$ cat src/hw/rtl/u8sd_pkg.sv
// Shared types and widths for the UTF-8 stream decoder.
package u8sd_pkg;

  localparam int unsigned CP_W  = 21;
  localparam int unsigned LEN_W = 3;

  // One byte after classification by the front end.
  typedef struct packed {
    logic [LEN_W-1:0] lead_len;   // 1..4, invalid lead counts as 1
    logic             is_ascii;   // byte below 0x80
    logic             cont_ok;    // byte has the form 10xxxxxx
    logic [4:0]       lead_bits;  // payload bits of a multi-byte lead
    logic [5:0]       cont_bits;  // payload bits of a continuation byte
    logic [6:0]       ascii_bits; // low seven bits of the byte
    logic             eos;        // last byte of the string
  } cls_t;

endpackage

$ cat src/hw/rtl/u8sd_front.sv
// Front end: accepts raw bytes and classifies them for the sequence engine.
module u8sd_front (
  input  logic              in_tvalid,
  output logic              in_tready,
  input  logic [7:0]        in_tdata,
  input  logic              in_tlast,
  input  logic              q_full,
  output logic              q_push,
  output u8sd_pkg::cls_t    q_wdata
);
  import u8sd_pkg::*;

  localparam logic [7:0] LEAD2_MASK = 8'hE0;
  localparam logic [7:0] LEAD2_CODE = 8'hC0;
  localparam logic [7:0] LEAD3_MASK = 8'hF0;
  localparam logic [7:0] LEAD3_CODE = 8'hE0;
  localparam logic [7:0] LEAD4_MASK = 8'hF8;
  localparam logic [7:0] LEAD4_CODE = 8'hF0;
  localparam logic [7:0] CONT_MASK  = 8'hC0;
  localparam logic [7:0] CONT_CODE  = 8'h80;

  logic [LEN_W-1:0] len;
  logic [4:0]       lead_bits;

  always_comb begin
    len       = LEN_W'(1);
    lead_bits = '0;
    priority if (!in_tdata[7]) begin
      len = LEN_W'(1);
    end else if ((in_tdata & LEAD2_MASK) == LEAD2_CODE) begin
      len       = LEN_W'(2);
      lead_bits = in_tdata[4:0];
    end else if ((in_tdata & LEAD3_MASK) == LEAD3_CODE) begin
      len       = LEN_W'(3);
      lead_bits = {1'b0, in_tdata[3:0]};
    end else if ((in_tdata & LEAD4_MASK) == LEAD4_CODE) begin
      len       = LEN_W'(4);
      lead_bits = {2'b00, in_tdata[2:0]};
    end else begin
      len = LEN_W'(1);
    end
  end

  assign in_tready = !q_full;
  assign q_push    = in_tvalid && !q_full;

  always_comb begin
    q_wdata.lead_len   = len;
    q_wdata.is_ascii   = !in_tdata[7];
    q_wdata.cont_ok    = (in_tdata & CONT_MASK) == CONT_CODE;
    q_wdata.lead_bits  = lead_bits;
    q_wdata.cont_bits  = in_tdata[5:0];
    q_wdata.ascii_bits = in_tdata[6:0];
    q_wdata.eos        = in_tlast;
  end

endmodule

$ cat src/hw/rtl/u8sd_fifo.sv
// Small queue of classified bytes between the front end and the sequence engine.
module u8sd_fifo #(
  parameter int unsigned DEPTH = 4
) (
  input  logic           clk,
  input  logic           rst_n,
  input  logic           push,
  input  u8sd_pkg::cls_t wdata,
  output logic           full,
  input  logic           pop,
  output logic           not_empty,
  output u8sd_pkg::cls_t rdata
);
  import u8sd_pkg::*;

  localparam int unsigned PTR_W = (DEPTH > 1) ? $clog2(DEPTH) : 1;
  localparam int unsigned CNT_W = $clog2(DEPTH + 1);
  localparam logic [PTR_W-1:0] LAST_PTR = PTR_W'(DEPTH - 1);
  localparam logic [CNT_W-1:0] FULL_CNT = CNT_W'(DEPTH);

  cls_t             mem_r [DEPTH];
  logic [PTR_W-1:0] wr_ptr_r, wr_ptr_nxt;
  logic [PTR_W-1:0] rd_ptr_r, rd_ptr_nxt;
  logic [CNT_W-1:0] count_r, count_nxt;
  logic             do_push, do_pop;

  assign full      = (count_r == FULL_CNT);
  assign not_empty = (count_r != '0);
  assign do_push   = push && !full;
  assign do_pop    = pop && not_empty;
  assign rdata     = mem_r[rd_ptr_r];

  always_comb begin
    wr_ptr_nxt = wr_ptr_r;
    rd_ptr_nxt = rd_ptr_r;
    count_nxt  = count_r;
    if (do_push) begin
      wr_ptr_nxt = (wr_ptr_r == LAST_PTR) ? '0 : wr_ptr_r + PTR_W'(1);
    end
    if (do_pop) begin
      rd_ptr_nxt = (rd_ptr_r == LAST_PTR) ? '0 : rd_ptr_r + PTR_W'(1);
    end
    if (do_push && !do_pop) begin
      count_nxt = count_r + CNT_W'(1);
    end else if (do_pop && !do_push) begin
      count_nxt = count_r - CNT_W'(1);
    end
  end

  always_ff @(posedge clk) begin
    if (!rst_n) begin
      wr_ptr_r <= '0;
      rd_ptr_r <= '0;
      count_r  <= '0;
    end else begin
      wr_ptr_r <= wr_ptr_nxt;
      rd_ptr_r <= rd_ptr_nxt;
      count_r  <= count_nxt;
    end
  end

  always_ff @(posedge clk) begin
    if (do_push) begin
      mem_r[wr_ptr_r] <= wdata;
    end
  end

  a_count_bound: assert property (@(posedge clk) disable iff (!rst_n)
    count_r <= FULL_CNT)
    else $error("queue count above depth");

endmodule

$ cat src/hw/rtl/u8sd_back.sv
// Sequence engine: gathers classified bytes into code points and holds the result register.
module u8sd_back (
  input  logic                               clk,
  input  logic                               rst_n,
  input  logic                               q_not_empty,
  input  u8sd_pkg::cls_t                     q_rdata,
  output logic                               q_pop,
  output logic                               out_tvalid,
  input  logic                               out_tready,
  output logic [u8sd_pkg::CP_W-1:0]          out_code_point,
  output logic [u8sd_pkg::LEN_W-1:0]         out_seq_length,
  output logic                               out_valid_res,
  output logic                               out_is_modifier,
  output logic                               out_last
);
  import u8sd_pkg::*;

  localparam logic [CP_W-1:0] VS15    = CP_W'(21'h0FE0E);
  localparam logic [CP_W-1:0] VS16    = CP_W'(21'h0FE0F);
  localparam logic [CP_W-1:0] SKIN_LO = CP_W'(21'h1F3FB);
  localparam logic [CP_W-1:0] SKIN_HI = CP_W'(21'h1F3FF);

  logic [1:0]       bytes_left_r, bytes_left_nxt;
  logic [LEN_W-1:0] seq_total_r, seq_total_nxt;
  logic [CP_W-1:0]  partial_r, partial_nxt;
  logic             broken_r, broken_nxt;

  logic             out_valid_r, out_valid_nxt;
  logic [CP_W-1:0]  cp_r, cp_nxt;
  logic [LEN_W-1:0] len_r, len_nxt;
  logic             ok_r, ok_nxt;
  logic             mod_r, mod_nxt;
  logic             last_r, last_nxt;

  logic             advance;
  logic             emit;
  logic [1:0]       bl_dec;
  logic             brk_upd;
  logic [CP_W-1:0]  pp_upd;
  logic [CP_W-1:0]  emit_cp;
  logic [LEN_W-1:0] emit_len;
  logic             emit_ok;

  // The engine takes a byte whenever the result register is free or being drained.
  assign advance = q_not_empty && (!out_valid_r || out_tready);
  assign q_pop   = advance;

  assign bl_dec  = bytes_left_r - 2'd1;
  assign brk_upd = broken_r || !q_rdata.cont_ok;
  assign pp_upd  = {partial_r[CP_W-7:0], q_rdata.cont_bits};

  always_comb begin
    bytes_left_nxt = bytes_left_r;
    seq_total_nxt  = seq_total_r;
    partial_nxt    = partial_r;
    broken_nxt     = broken_r;
    emit           = 1'b0;
    emit_cp        = '0;
    emit_len       = LEN_W'(1);
    emit_ok        = 1'b0;
    if (bytes_left_r == 2'd0) begin
      if (q_rdata.lead_len == LEN_W'(1)) begin
        emit     = 1'b1;
        emit_ok  = q_rdata.is_ascii;
        emit_cp  = q_rdata.is_ascii ? {{(CP_W-7){1'b0}}, q_rdata.ascii_bits} : '0;
        emit_len = LEN_W'(1);
      end else if (q_rdata.eos) begin
        // A multi-byte lead that closes the string is reported as a lone bad byte.
        emit     = 1'b1;
        emit_len = LEN_W'(1);
      end else begin
        partial_nxt    = {{(CP_W-5){1'b0}}, q_rdata.lead_bits};
        seq_total_nxt  = q_rdata.lead_len;
        bytes_left_nxt = 2'(q_rdata.lead_len - LEN_W'(1));
        broken_nxt     = 1'b0;
      end
    end else begin
      if (bl_dec == 2'd0) begin
        emit     = 1'b1;
        emit_ok  = !brk_upd;
        emit_cp  = brk_upd ? '0 : pp_upd;
        emit_len = seq_total_r;
      end else if (q_rdata.eos) begin
        // String ended inside the sequence: report the bytes actually taken.
        emit     = 1'b1;
        emit_len = seq_total_r - {1'b0, bl_dec};
      end else begin
        partial_nxt    = pp_upd;
        bytes_left_nxt = bl_dec;
        broken_nxt     = brk_upd;
      end
    end
    if (emit) begin
      bytes_left_nxt = '0;
      seq_total_nxt  = '0;
      partial_nxt    = '0;
      broken_nxt     = 1'b0;
    end
  end

  always_comb begin
    out_valid_nxt = out_valid_r;
    cp_nxt        = cp_r;
    len_nxt       = len_r;
    ok_nxt        = ok_r;
    mod_nxt       = mod_r;
    last_nxt      = last_r;
    if (out_valid_r && out_tready) begin
      out_valid_nxt = 1'b0;
    end
    if (advance && emit) begin
      out_valid_nxt = 1'b1;
      cp_nxt        = emit_cp;
      len_nxt       = emit_len;
      ok_nxt        = emit_ok;
      mod_nxt       = emit_ok && (emit_cp == VS15 || emit_cp == VS16 ||
                                  (emit_cp >= SKIN_LO && emit_cp <= SKIN_HI));
      last_nxt      = q_rdata.eos;
    end
  end

  always_ff @(posedge clk) begin
    if (!rst_n) begin
      bytes_left_r <= '0;
      seq_total_r  <= '0;
      partial_r    <= '0;
      broken_r     <= 1'b0;
      out_valid_r  <= 1'b0;
    end else begin
      out_valid_r <= out_valid_nxt;
      if (advance) begin
        bytes_left_r <= bytes_left_nxt;
        seq_total_r  <= seq_total_nxt;
        partial_r    <= partial_nxt;
        broken_r     <= broken_nxt;
      end
    end
  end

  always_ff @(posedge clk) begin
    cp_r   <= cp_nxt;
    len_r  <= len_nxt;
    ok_r   <= ok_nxt;
    mod_r  <= mod_nxt;
    last_r <= last_nxt;
  end

  assign out_tvalid      = out_valid_r;
  assign out_code_point  = cp_r;
  assign out_seq_length  = len_r;
  assign out_valid_res   = ok_r;
  assign out_is_modifier = mod_r;
  assign out_last        = last_r;

  a_left_below_total: assert property (@(posedge clk) disable iff (!rst_n)
    (bytes_left_r != 2'd0) |-> ({1'b0, bytes_left_r} < seq_total_r))
    else $error("bytes left not below declared length");

  a_invalid_zero: assert property (@(posedge clk) disable iff (!rst_n)
    (out_valid_r && !ok_r) |-> (cp_r == '0 && !mod_r))
    else $error("invalid result carries a code point");

  a_open_seq_no_last: assert property (@(posedge clk) disable iff (!rst_n)
    (advance && q_rdata.eos) |=> (bytes_left_r == 2'd0 && out_valid_r && last_r))
    else $error("string end left a sequence open");

endmodule

$ cat src/hw/rtl/utf8_stream_decoder_top.sv
// Top level of the UTF-8 stream decoder: front end, byte queue and sequence engine.
//
//  Channel   Direction  tdata (low bit up)                    tuser / tlast
//  in_*      slave      data_byte[7:0]                        tlast = end_of_string
//  out_*     master     code_point[20:0], seq_length[23:21]   tuser = valid_res, is_modifier;
//                                                             tlast = last_of_string
//
// One byte is accepted per clock while the byte queue is not full; a result passes the queue and the result register.
// The sequence engine advances one byte per cycle while a byte is queued and the result register is free or drained.
// The byte queue (FIFO_DEPTH entries) lets input keep flowing while a result waits at the output.
// Reset is synchronous, active low, and clears the queue, the sequence state and out_tvalid.
module utf8_stream_decoder_top #(
  parameter int unsigned FIFO_DEPTH = 4
) (
  input  logic        clk,
  input  logic        rst_n,
  input  logic        in_tvalid,
  output logic        in_tready,
  input  logic [7:0]  in_tdata,   // [7:0] data_byte
  input  logic        in_tlast,
  output logic        out_tvalid,
  input  logic        out_tready,
  output logic [23:0] out_tdata,  // [20:0] code_point, [23:21] seq_length
  output logic [1:0]  out_tuser,  // [0] valid_res, [1] is_modifier
  output logic        out_tlast
);
  import u8sd_pkg::*;

  logic             q_full, q_push, q_pop, q_not_empty;
  cls_t             q_wdata, q_rdata;
  logic [CP_W-1:0]  code_point;
  logic [LEN_W-1:0] seq_length;
  logic             valid_res, is_modifier;

  u8sd_front u_front (
    .in_tvalid (in_tvalid),
    .in_tready (in_tready),
    .in_tdata  (in_tdata),
    .in_tlast  (in_tlast),
    .q_full    (q_full),
    .q_push    (q_push),
    .q_wdata   (q_wdata)
  );

  u8sd_fifo #(
    .DEPTH (FIFO_DEPTH)
  ) u_fifo (
    .clk       (clk),
    .rst_n     (rst_n),
    .push      (q_push),
    .wdata     (q_wdata),
    .full      (q_full),
    .pop       (q_pop),
    .not_empty (q_not_empty),
    .rdata     (q_rdata)
  );

  u8sd_back u_back (
    .clk             (clk),
    .rst_n           (rst_n),
    .q_not_empty     (q_not_empty),
    .q_rdata         (q_rdata),
    .q_pop           (q_pop),
    .out_tvalid      (out_tvalid),
    .out_tready      (out_tready),
    .out_code_point  (code_point),
    .out_seq_length  (seq_length),
    .out_valid_res   (valid_res),
    .out_is_modifier (is_modifier),
    .out_last        (out_tlast)
  );

  assign out_tdata = {seq_length, code_point};
  assign out_tuser = {is_modifier, valid_res};

endmodule
$ cat config.mk
export PLATFORM = sky130hd
export DESIGN_NAME = utf8_stream_decoder_top
export DESIGN_NICKNAME = d
export VERILOG_FILES = /design/src/hw/rtl/u8sd_pkg.sv /design/src/hw/rtl/u8sd_front.sv /design/src/hw/rtl/u8sd_fifo.sv /design/src/hw/rtl/u8sd_back.sv /design/src/hw/rtl/utf8_stream_decoder_top.sv
export SDC_FILE = /design/constraint.sdc
export NUM_CORES = 1
export LEC_CHECK = 0
export ABC_AREA = 0
export CAP_MARGIN = 10
export CORE_AREA = 2 2 119 121
export CTS_CLUSTER_SIZE = 10
export DETAILED_ROUTE_END_ITERATION = 8
export DIE_AREA = 0 0 121 123
export DONT_BUFFER_PORTS = 1
export PLACE_DENSITY = 0.66
export SYNTH_ARGS = -nofsm -noshare
export SYNTH_HDL_FRONTEND = slang
export SYNTH_SLANG_ARGS = --single-unit
$ cat constraint.sdc
create_clock -name clk -period 7.3 [get_ports clk]
set_input_delay 0 -clock clk [delete_from_list [all_inputs] [get_ports clk]]
set_output_delay 0 -clock clk [all_outputs]
set_load 0.01 [all_outputs]
Yosys cells after proc, flatten, opt, wreduce, memory -nomap -nowiden
Memory sizes are Yosys's and may differ from the RTL's. A register that Yosys moved wholly into a read port is not among the register bits.
Index checks and enable logic that the tools add are counted.
{"block": "word_totals", "ff_bits": 56, "mem_bits_rw": 96, "output_inout_bits": 29, "mem_count": 1}
{"memory": "u_fifo.mem_r", "depth": 4, "width": 24, "read_ports": 1, "rd_clocked_by_memory_dff": 1, "write_ports": 1, "line": "u8sd_fifo.sv:21", "text": "cls_t mem_r [DEPTH];"}
{"block": "op_classes", "n_addsub": 7, "n_lt_le_gt_ge": 2, "n_eq_ne": 14, "muxes": 54, "reduce_logical": 29}
{"cell": "$mux 15", "n": 6}
{"cell": "$mux 21", "n": 4}
{"cell": "$eq 21x16->1 const B", "n": 2}
{"cell": "$mux 3", "n": 13}
{"cell": "$ge 21x17->1 const B", "n": 1}
{"cell": "$le 21x17->1 const B", "n": 1}
{"cell": "$mux 2", "n": 10}
{"cell": "$mux 1", "n": 17}
{"cell": "$mux 5", "n": 3}
{"cell": "$logic_and 1x1->1", "n": 10}
{"cell": "$reduce_and 4->1", "n": 2}
{"cell": "$logic_not 1->1", "n": 7}
{"cell": "$mux 7", "n": 1}
{"cell": "$eq 2x2->1 const B", "n": 3}
{"cell": "$eq 3x3->1 const B", "n": 2}
{"cell": "$reduce_bool 2->1", "n": 3}
{"cell": "$eq 5x5->1 const B", "n": 1}
{"cell": "$add 2x1->2 const B", "n": 2}
{"cell": "$eq 4x4->1 const B", "n": 1}
{"cell": "$logic_not 2->1", "n": 2}
{"cell": "$logic_or 1x1->1", "n": 4}
{"cell": "$sub 2x1->2 const B", "n": 2}
{"cell": "$add 3x1->3 const B", "n": 1}
{"cell": "$eq 3x1->1 const B", "n": 1}
{"cell": "other kinds (7)", "n": 7}

Logic depth before layout (Yosys ltp)
Gate-level depths: netlist of the first run.
{"block": "depth", "depth_word": 9, "ltp_mapped": 11}

Cells and area by module
A second synthesis of the first run with hierarchy kept.
{"block": "unflattened", "hier_cells": 412, "hier_area_um2": 6466.2}
{"module": "u8sd_fifo", "n_inst": 1, "cells_per_inst": 177, "area_per_inst_um2": 3967.6, "seq_area_each_um2": 3062.9}
{"module": "u8sd_back", "n_inst": 1, "cells_per_inst": 201, "area_per_inst_um2": 2283.4, "seq_area_each_um2": 1251.2}
{"module": "u8sd_front", "n_inst": 1, "cells_per_inst": 32, "area_per_inst_um2": 200.2, "seq_area_each_um2": 0.0}
{"module": "utf8_stream_decoder_top", "n_inst": 1, "cells_per_inst": 2, "area_per_inst_um2": 15.0, "seq_area_each_um2": 0.0}

Worst setup path before layout of the first run
Ideal clock, no wire load.
{"block": "synth_timing", "path_kind": "reg2reg", "from": "register with a tool-made name", "to": "register u_back.cp_r[0] (netlist: u_back.out_code_point[0]) (enable)", "setup_ns": 0.422, "arrival_time_ns": 3.274, "t_required_ns": 6.878, "path_slack_ns": 3.604, "path_stages_with_launch": 9, "path_buffers": 2, "cell_sequence": "dfxtp_1 buf_6 buf_2 mux4_2 inv_1 ha_1 and3_1 a221oi_4 a21oi_1"}
{"item": "end signal, assigned", "line": "u8sd_back.sv:141", "text": "cp_r <= cp_nxt;"}
{"item": "end, declared", "line": "u8sd_back.sv:29", "text": "logic [CP_W-1:0] cp_r, cp_nxt;"}

==> metrics.txt, run 1 <==
status complete, no violations; maximum buffer depth of the clock tree 2; routing usage on met1 17.1%; Starting Density 39.4%; met3 usage 5.21%; synth top area cells edfxtp_1 (55%), dfxtp_1 (12%), mux4_2 (6.7%), and2_1 (3.2%), mux2i_1 (2.4%); Tot GR Track Use 14.3%; Yosys top cell by area edfxtp_1; vias in the first global route 3012; detailed-route wire length 9.64 mm; RSZ-0062 raised after global routing no; Die Ht 123 µm; Fin Clk Skew 0.00676 ns; Worst Path Required 7.60 ns; cts hold-fix bufs 12; Min Clock Period, post-route 3.29 ns; Via Count 2873; std cell rows 43; min setup slack post-route 4.01 ns; asr flop ratio synth 0%; first-pass GRT wire length 15.7 mm; Port Buf Inserts 0; most frequent cells in the layout edfxtp_1 (99), dfxtp_1 (31), and2_1 (27); register area 0.00359 mm²; fmax 304 MHz; share of cells above drive strength 1 15.9%; Placer Congestion 0.812; Mapped Nets 379; fill count 1199; full die area 0.0149 mm²; Multi-input gate area 0.00163 mm²; Routed WL per cell 17.1 µm; startpoint types register; Leak 2.14 nW; syn avg cell area 15.1 µm²; Hold Path Class in -> reg; Max IR drop VDD 0.198 mV; H-tree depth 4; starting DRC count in detailed routing 188; gr ovfl total 0; initial antenna violation count 0; Yosys reg bits 130; IO Pins 42; hold path depth 2; Crit path depth 9; prevailing post-synth register cell edfxtp_1; Synth Warn # 0; TritonCTS Buffers 17; most common cell after layout, fill and taps aside edfxtp_1; cell area after synthesis 0.00536 mm²; # DRC 0; Clk Latency, worst-skew pair 0.42 ns; worst reg2reg path depth 9; Post-synth EDFFs 99; post-CTS setup buffers 0; CP dominant cell by count buf_4; placed inst area 0.00551 mm²; Final ANT Viol Nets 0; max-slew violations 0; sequential-to-total area share from yosys stat 67.1%; Top delay family on crit path buffers and inverters; CP Class reg -> reg; Max stage delay on crit path 0.60 ns; Worst Tran Pin Value 0.997 ns; DP Wirelength 6.11 mm; vias per cell 5.09; cells after synthesis 354; CP cell instances buf_4 -> mux4_2 -> ha_1 -> and3_1 -> a221oi_4 -> a21oi_2 -> buf_4 -> o21a_1 -> dlygate4sd3_1; largest net degree at the start of global routing 29; PwrDens 415 mW/mm²; number of diodes 0; Core Region 0.0136 mm²; GRT Max-Usage Layer met2; crit path capture type register; Final period util 45.1%; Place WS 4.44 ns; Cell variety after synth 49; top-area cell type share of the netlist area 55.5%; Crit-path slowest cell mux4_2; TritonCTS clock tree done; clk slew on worst S/H paths 0.06 ns; met2 Usage GRT 23.4%; Final Cell Area 0.00620 mm²; worst-path fanout max 28; Final Hold Vio Count 0; die width 121 µm; Root Buffer clkbuf_16; post-cts repair resize count 0; CP bufs+invs 3; TritonRoute pass-1 iters 4; max cap viols 0; total chip power 2.57 mW; WHS 0.0108 ns; setup total negative slack 0 ns; endpoint arrival time on the critical path 3.59 ns; Final Setup Violations 0; Nets 396; clock sink total 130; Slew Limit Headroom 33.5%; synthesis-to-layout area growth 15.6%
sequential cells by signal, summed over array words and instances, names as in the netlist, named ones only:
signal                  count
u_fifo.mem_r               72
u_back.broken_r             1
u_back.seq_total_r          3
u_fifo.count_r              3
u_back.out_is_modifier      1
u_back.out_seq_length       3
u_fifo.wr_ptr_r             2
u_back.bytes_left_r         2
u_back.out_valid_res        1
u_fifo.rd_ptr_r             2
u_back.out_code_point      21
u_back.out_last             1
u_back.partial_r           15
u_back.out_tvalid           1
path summary, 6_finish.rpt:
kind                     endpoint  slack (ns)                 start
max             u_back.out_tvalid        4.01              register
min           u_fifo.mem_r[2][22]        0.01           in_tdata[7]
max reg2reg     u_back.out_tvalid        4.01              register
min reg2reg  u_back.partial_r[14]        0.49  u_back.partial_r[14]
worst register-to-register path: stages (launching register included):
cell and delay [ns]:
dfxtp_1 0.31, buf_4 0.34, mux4_2 0.61, ha_1 0.23, and3_1 0.22, a221oi_4 0.38, a21oi_2 0.09, buf_4 0.25
o21a_1 0.21, dlygate4sd3_1 0.54
stage by stage:
stage,util (%),instances
6_report,45.5,564
5_1_grt,45.5,564
4_1_cts,45.5,564
3_5_place_dp,40.5,520
3_3_place_gp,40.5,520
2_1_floorplan,-,354
Yosys cell counts, drive strengths merged, types with 2 or more instances:
| cell | count |
|---|---|
| edfxtp | 99 |
| dfxtp | 31 |
| and2 | 28 |
| nand2 | 20 |
| mux4 | 16 |
| nand3 | 14 |
| o21ai | 14 |
| mux2i | 13 |
| nor2 | 11 |
| buf | 10 |
| ha | 10 |
| inv | 10 |
| nor2b | 8 |
| a21oi | 7 |
| clkbuf | 7 |
| o2bb2ai | 7 |
| and3 | 6 |
| nor3 | 5 |
| a22oi | 4 |
| nand2b | 3 |
| nand4b | 3 |
| nor3b | 3 |
| a21boi | 2 |
| a21o | 2 |
| a221oi | 2 |
| fa | 2 |
| nor4 | 2 |
| or2 | 2 |
final cells by class:
cell class / count / share of cell area [%]
flip-flops and latches: 130 / 58.0
clock buffers: 17 / 6.87
inverters: 10 / 0.606
multi-input cells: 197 / 26.3
clock inverters: 15 / 2.32
repair buffers: 15 / 2.30
well taps: 180 / 3.63
kinds of logic after synthesis:
family                   share of synthesized area [%]
AND/OR/NAND/NOR                                   11.6
multiplexers                                      9.36
XOR/XNOR                                         0.327
AO/OA/AOI/OAI                                     5.98
flip-flops                                        67.1
adder cells (fa/ha/maj)                           3.08
buffers and inverters                             2.62
per-layer routing:
layer | up-vias | routed length (µm)
met5 | - | 0
met4 | 0 | 129
met1 | 1425 | 4280
li1 | 1369 | -
met2 | 69 | 4770
met3 | 10 | 456
power by group:
part / switching, mW / total [mW] / internal, mW / leakage, nW
sequential: 0.113 / 1.10 / 0.985 / 1.17
combinational: 0.395 / 0.663 / 0.267 / 0.684
clock: 0.330 / 0.807 / 0.477 / 0.285
Note: power is estimated with default switching activity, not from simulation.
==> run 2, diff against run 1 <==
Settings changed: ABC_AREA 0 to 1, CORE_AREA 2 2 119 121 to 2 2 122 124, DIE_AREA 0 0 121 123 to 0 0 124 126, PLACE_DENSITY 0.66 to 0.65.
Clock period 7.3 ns to 3.05 ns, I/O delays scaled along.
==> metrics.txt, run 2 <==
count leader, synth edfxtp_1 (unchanged); CP cell instances inv_4 -> o21ai_0 -> o22ai_1 -> ha_1 -> nand2_1 -> o211ai_2 -> nand2_2 -> inv_1 -> buf_4 (was buf_4 -> mux4_2 -> ha_1 -> and3_1 -> a221oi_4 -> a21oi_2 -> buf_4 -> o21a_1 -> dlygate4sd3_1); syn avg cell area 10.3 µm² (was 15.1 µm²); Max stage delay on crit path 0.46 ns (was 0.60 ns); dpl cells 718 (was 520); prevailing post-synth register cell edfxtp_1 (unchanged); Clk Latency, worst-skew pair 0.42 ns (about the same); endpoint arrival time on the critical path 2.60 ns (was 3.59 ns); TritonCTS clock tree done (unchanged); non-filler instance count after layout 762 (was 564); sequential-to-total area share from yosys stat 64.3% (was 67.1%); IO Pins 42 (unchanged); startpoint types register (unchanged); total chip power 7.00 mW (was 2.57 mW); Final ANT Viol Nets 0 (unchanged); clock sink total 130 (unchanged); Final Cell Area 0.00650 mm² (was 0.00620 mm²); asr flop ratio synth 0% (unchanged); vias per cell 5.01 (was 5.09); Core Region 0.0143 mm² (was 0.0136 mm²); Mapped Nets 567 (was 379); die width 124 µm (was 121 µm); worst-path fanout max 26 (was 28); crit path capture type register (unchanged); # DRC 0 (unchanged); Final Hold Vio Count 0 (unchanged); Place WS 0.561 ns (was 4.44 ns); max cap viols 0 (unchanged); Final Setup Violations 0 (unchanged); clk slew on worst S/H paths 0.06 ns (about the same); hold path depth 2 (unchanged); H-tree depth 4 (unchanged); full die area 0.0156 mm² (was 0.0149 mm²); cells after synthesis 542 (was 354); share of cells above drive strength 1 8.82% (was 15.9%); Leak 2.51 nW (was 2.14 nW); starting DRC count in detailed routing 366 (was 188); Port Buf Inserts 0 (unchanged); cell area after synthesis 0.00559 mm² (was 0.00536 mm²); Min Clock Period, post-route 2.52 ns (was 3.29 ns); Max IR drop VDD 0.735 mV (was 0.198 mV); PwrDens 1080 mW/mm² (was 415 mW/mm²); worst reg2reg path depth 9 (unchanged); Synth Warn # 0 (unchanged); TritonCTS Buffers 17 (unchanged); Post-synth EDFFs 99 (unchanged); Via Count 3814 (was 2873); first-pass GRT wire length 18.7 mm (was 15.7 mm); top-area cell type share of the netlist area 53.2% (was 55.5%); Placer Congestion 0.887 (was 0.812); Final period util 82.5% (was 45.1%); std cell rows 44 (was 43); initial antenna violation count 0 (unchanged); synth top area cells edfxtp_1 (53%), dfxtp_1 (11%), nand2_1 (6.4%), nor2_1 (5.1%), inv_1 (4.6%) (was edfxtp_1 (55%), dfxtp_1 (12%), mux4_2 (6.7%), and2_1 (3.2%), mux2i_1 (2.4%)); DP Wirelength 7.91 mm (was 6.11 mm); Fin Clk Skew 0.00809 ns (was 0.00676 ns); Root Buffer clkbuf_16 (unchanged); most flop-heavy register u_fifo.mem_r (unchanged); cts hold-fix bufs 12 (unchanged); post-cts repair resize count 0 (unchanged); Slew Limit Headroom 61.0% (was 33.5%); synthesis-to-layout area growth 16.2% (was 15.6%); maximum buffer depth of the clock tree 2 (unchanged); placed inst area 0.00578 mm² (was 0.00551 mm²); Cell variety after synth 38 (was 49); TritonRoute pass-1 iters 7 (was 4); RSZ-0062 raised after global routing no (unchanged); status complete, no violations (unchanged); Largest register FFs 72 (unchanged); Worst Tran Pin Value 0.580 ns (was 0.997 ns); most frequent cells in the layout edfxtp_1 (99), nand2_1 (96), nor2_1 (76) (was edfxtp_1 (99), dfxtp_1 (31), and2_1 (27)); fmax 398 MHz (was 304 MHz); Crit-path slowest cell dfxtp_1 (was mux4_2); Yosys top cell by area edfxtp_1 (unchanged); Die Ht 126 µm (was 123 µm); vias in the first global route 3602 (was 3012); Hold Path Class in -> reg (unchanged); setup total negative slack 0 ns (unchanged); Nets 590 (was 396); Worst Path Required 3.13 ns (was 7.60 ns); post-CTS setup buffers 0 (unchanged); max-slew violations 0 (unchanged); Tot GR Track Use 16.1% (was 14.3%); largest net degree at the start of global routing 27 (was 29); gr ovfl total 0 (unchanged); min setup slack post-route 0.535 ns (was 4.01 ns); fill count 1293 (was 1199); most common library cells after synthesis edfxtp_1 (99), nand2_1 (96), nor2_1 (76) (was edfxtp_1 (99), dfxtp_1 (31), and2_1 (27)); number of diodes 0 (unchanged); most common cell after layout, fill and taps aside edfxtp_1 (unchanged); CP Class reg -> reg (unchanged); detailed-route wire length 11.9 mm (was 9.64 mm); Routed WL per cell 15.6 µm (was 17.1 µm); Starting Density 39.1% (was 39.4%); Yosys reg bits 130 (unchanged)
==> run 2: area by class of cell <==
type	instances	area (µm²)	share of cell area, %
Inverter	73	279	4.30
Clock inverter	12	164	2.52
Multi-Input combinational cell	320	1590	24.5
Sequential cell	130	3590	55.3
Timing Repair Buffer	23	203	3.12
Tap cell	184	230	3.54
Clock buffer	20	437	6.72
==> run 2: cells by family after synthesis <==
family | share of synthesized area [%]
AO/OA/AOI/OAI | 8.21
adder cells (fa/ha/maj) | 2.95
buffers and inverters | 7.32
flip-flops | 64.3
AND/OR/NAND/NOR | 17.3
==> run 2: metal layers <==
metal	wire length (µm)	vias to the layer above	GRT usage (%)
met2	5840	114	26.3
met4	178	0	5.35
met1	5300	1813	20.4
li1	-	1868	-
met3	596	19	4.62
met5	0	-	0
==> run 2: final timing paths <==
path                            slack [ns]                  endpoint                   start
worst max-delay path                  0.53  u_back.out_code_point[7]                register
worst min-delay path                 0.003       u_fifo.mem_r[1][18]             in_tdata[7]
worst max register to register        0.53  u_back.out_code_point[7]                register
worst min register to register        0.47    u_back.bytes_left_r[1]  u_back.bytes_left_r[1]
==> run 2: metrics by stage <==
step | util (%) | hold WS, ns
after CTS | 45.4 | 0.000388
after detailed placement | 40.3 | 0.0991
final | 45.4 | 0.00340
after global routing | 45.4 | 0.0431
after global placement | 40.3 | 0.0991
after floorplan | - | 0.0989
==> run 2: critical path, delay by kind of cell, from the launching register on <==
family / cells / cell delay, ns
and+or+nand+nor: 2 / 0.18
AOI/OAI and AO/OA: 3 / 0.60
buffers and inverters: 3 / 0.73
DFF: 1 / 0.46
adders and majority gates: 1 / 0.20
==> run 2: power by group <==
group	switching (mW)	internal, mW	leakage (nW)
sequential	0.341	2.45	1.17
clock	0.716	1.35	0.293
combinational	1.50	0.639	1.05
total	2.56	4.44	2.51
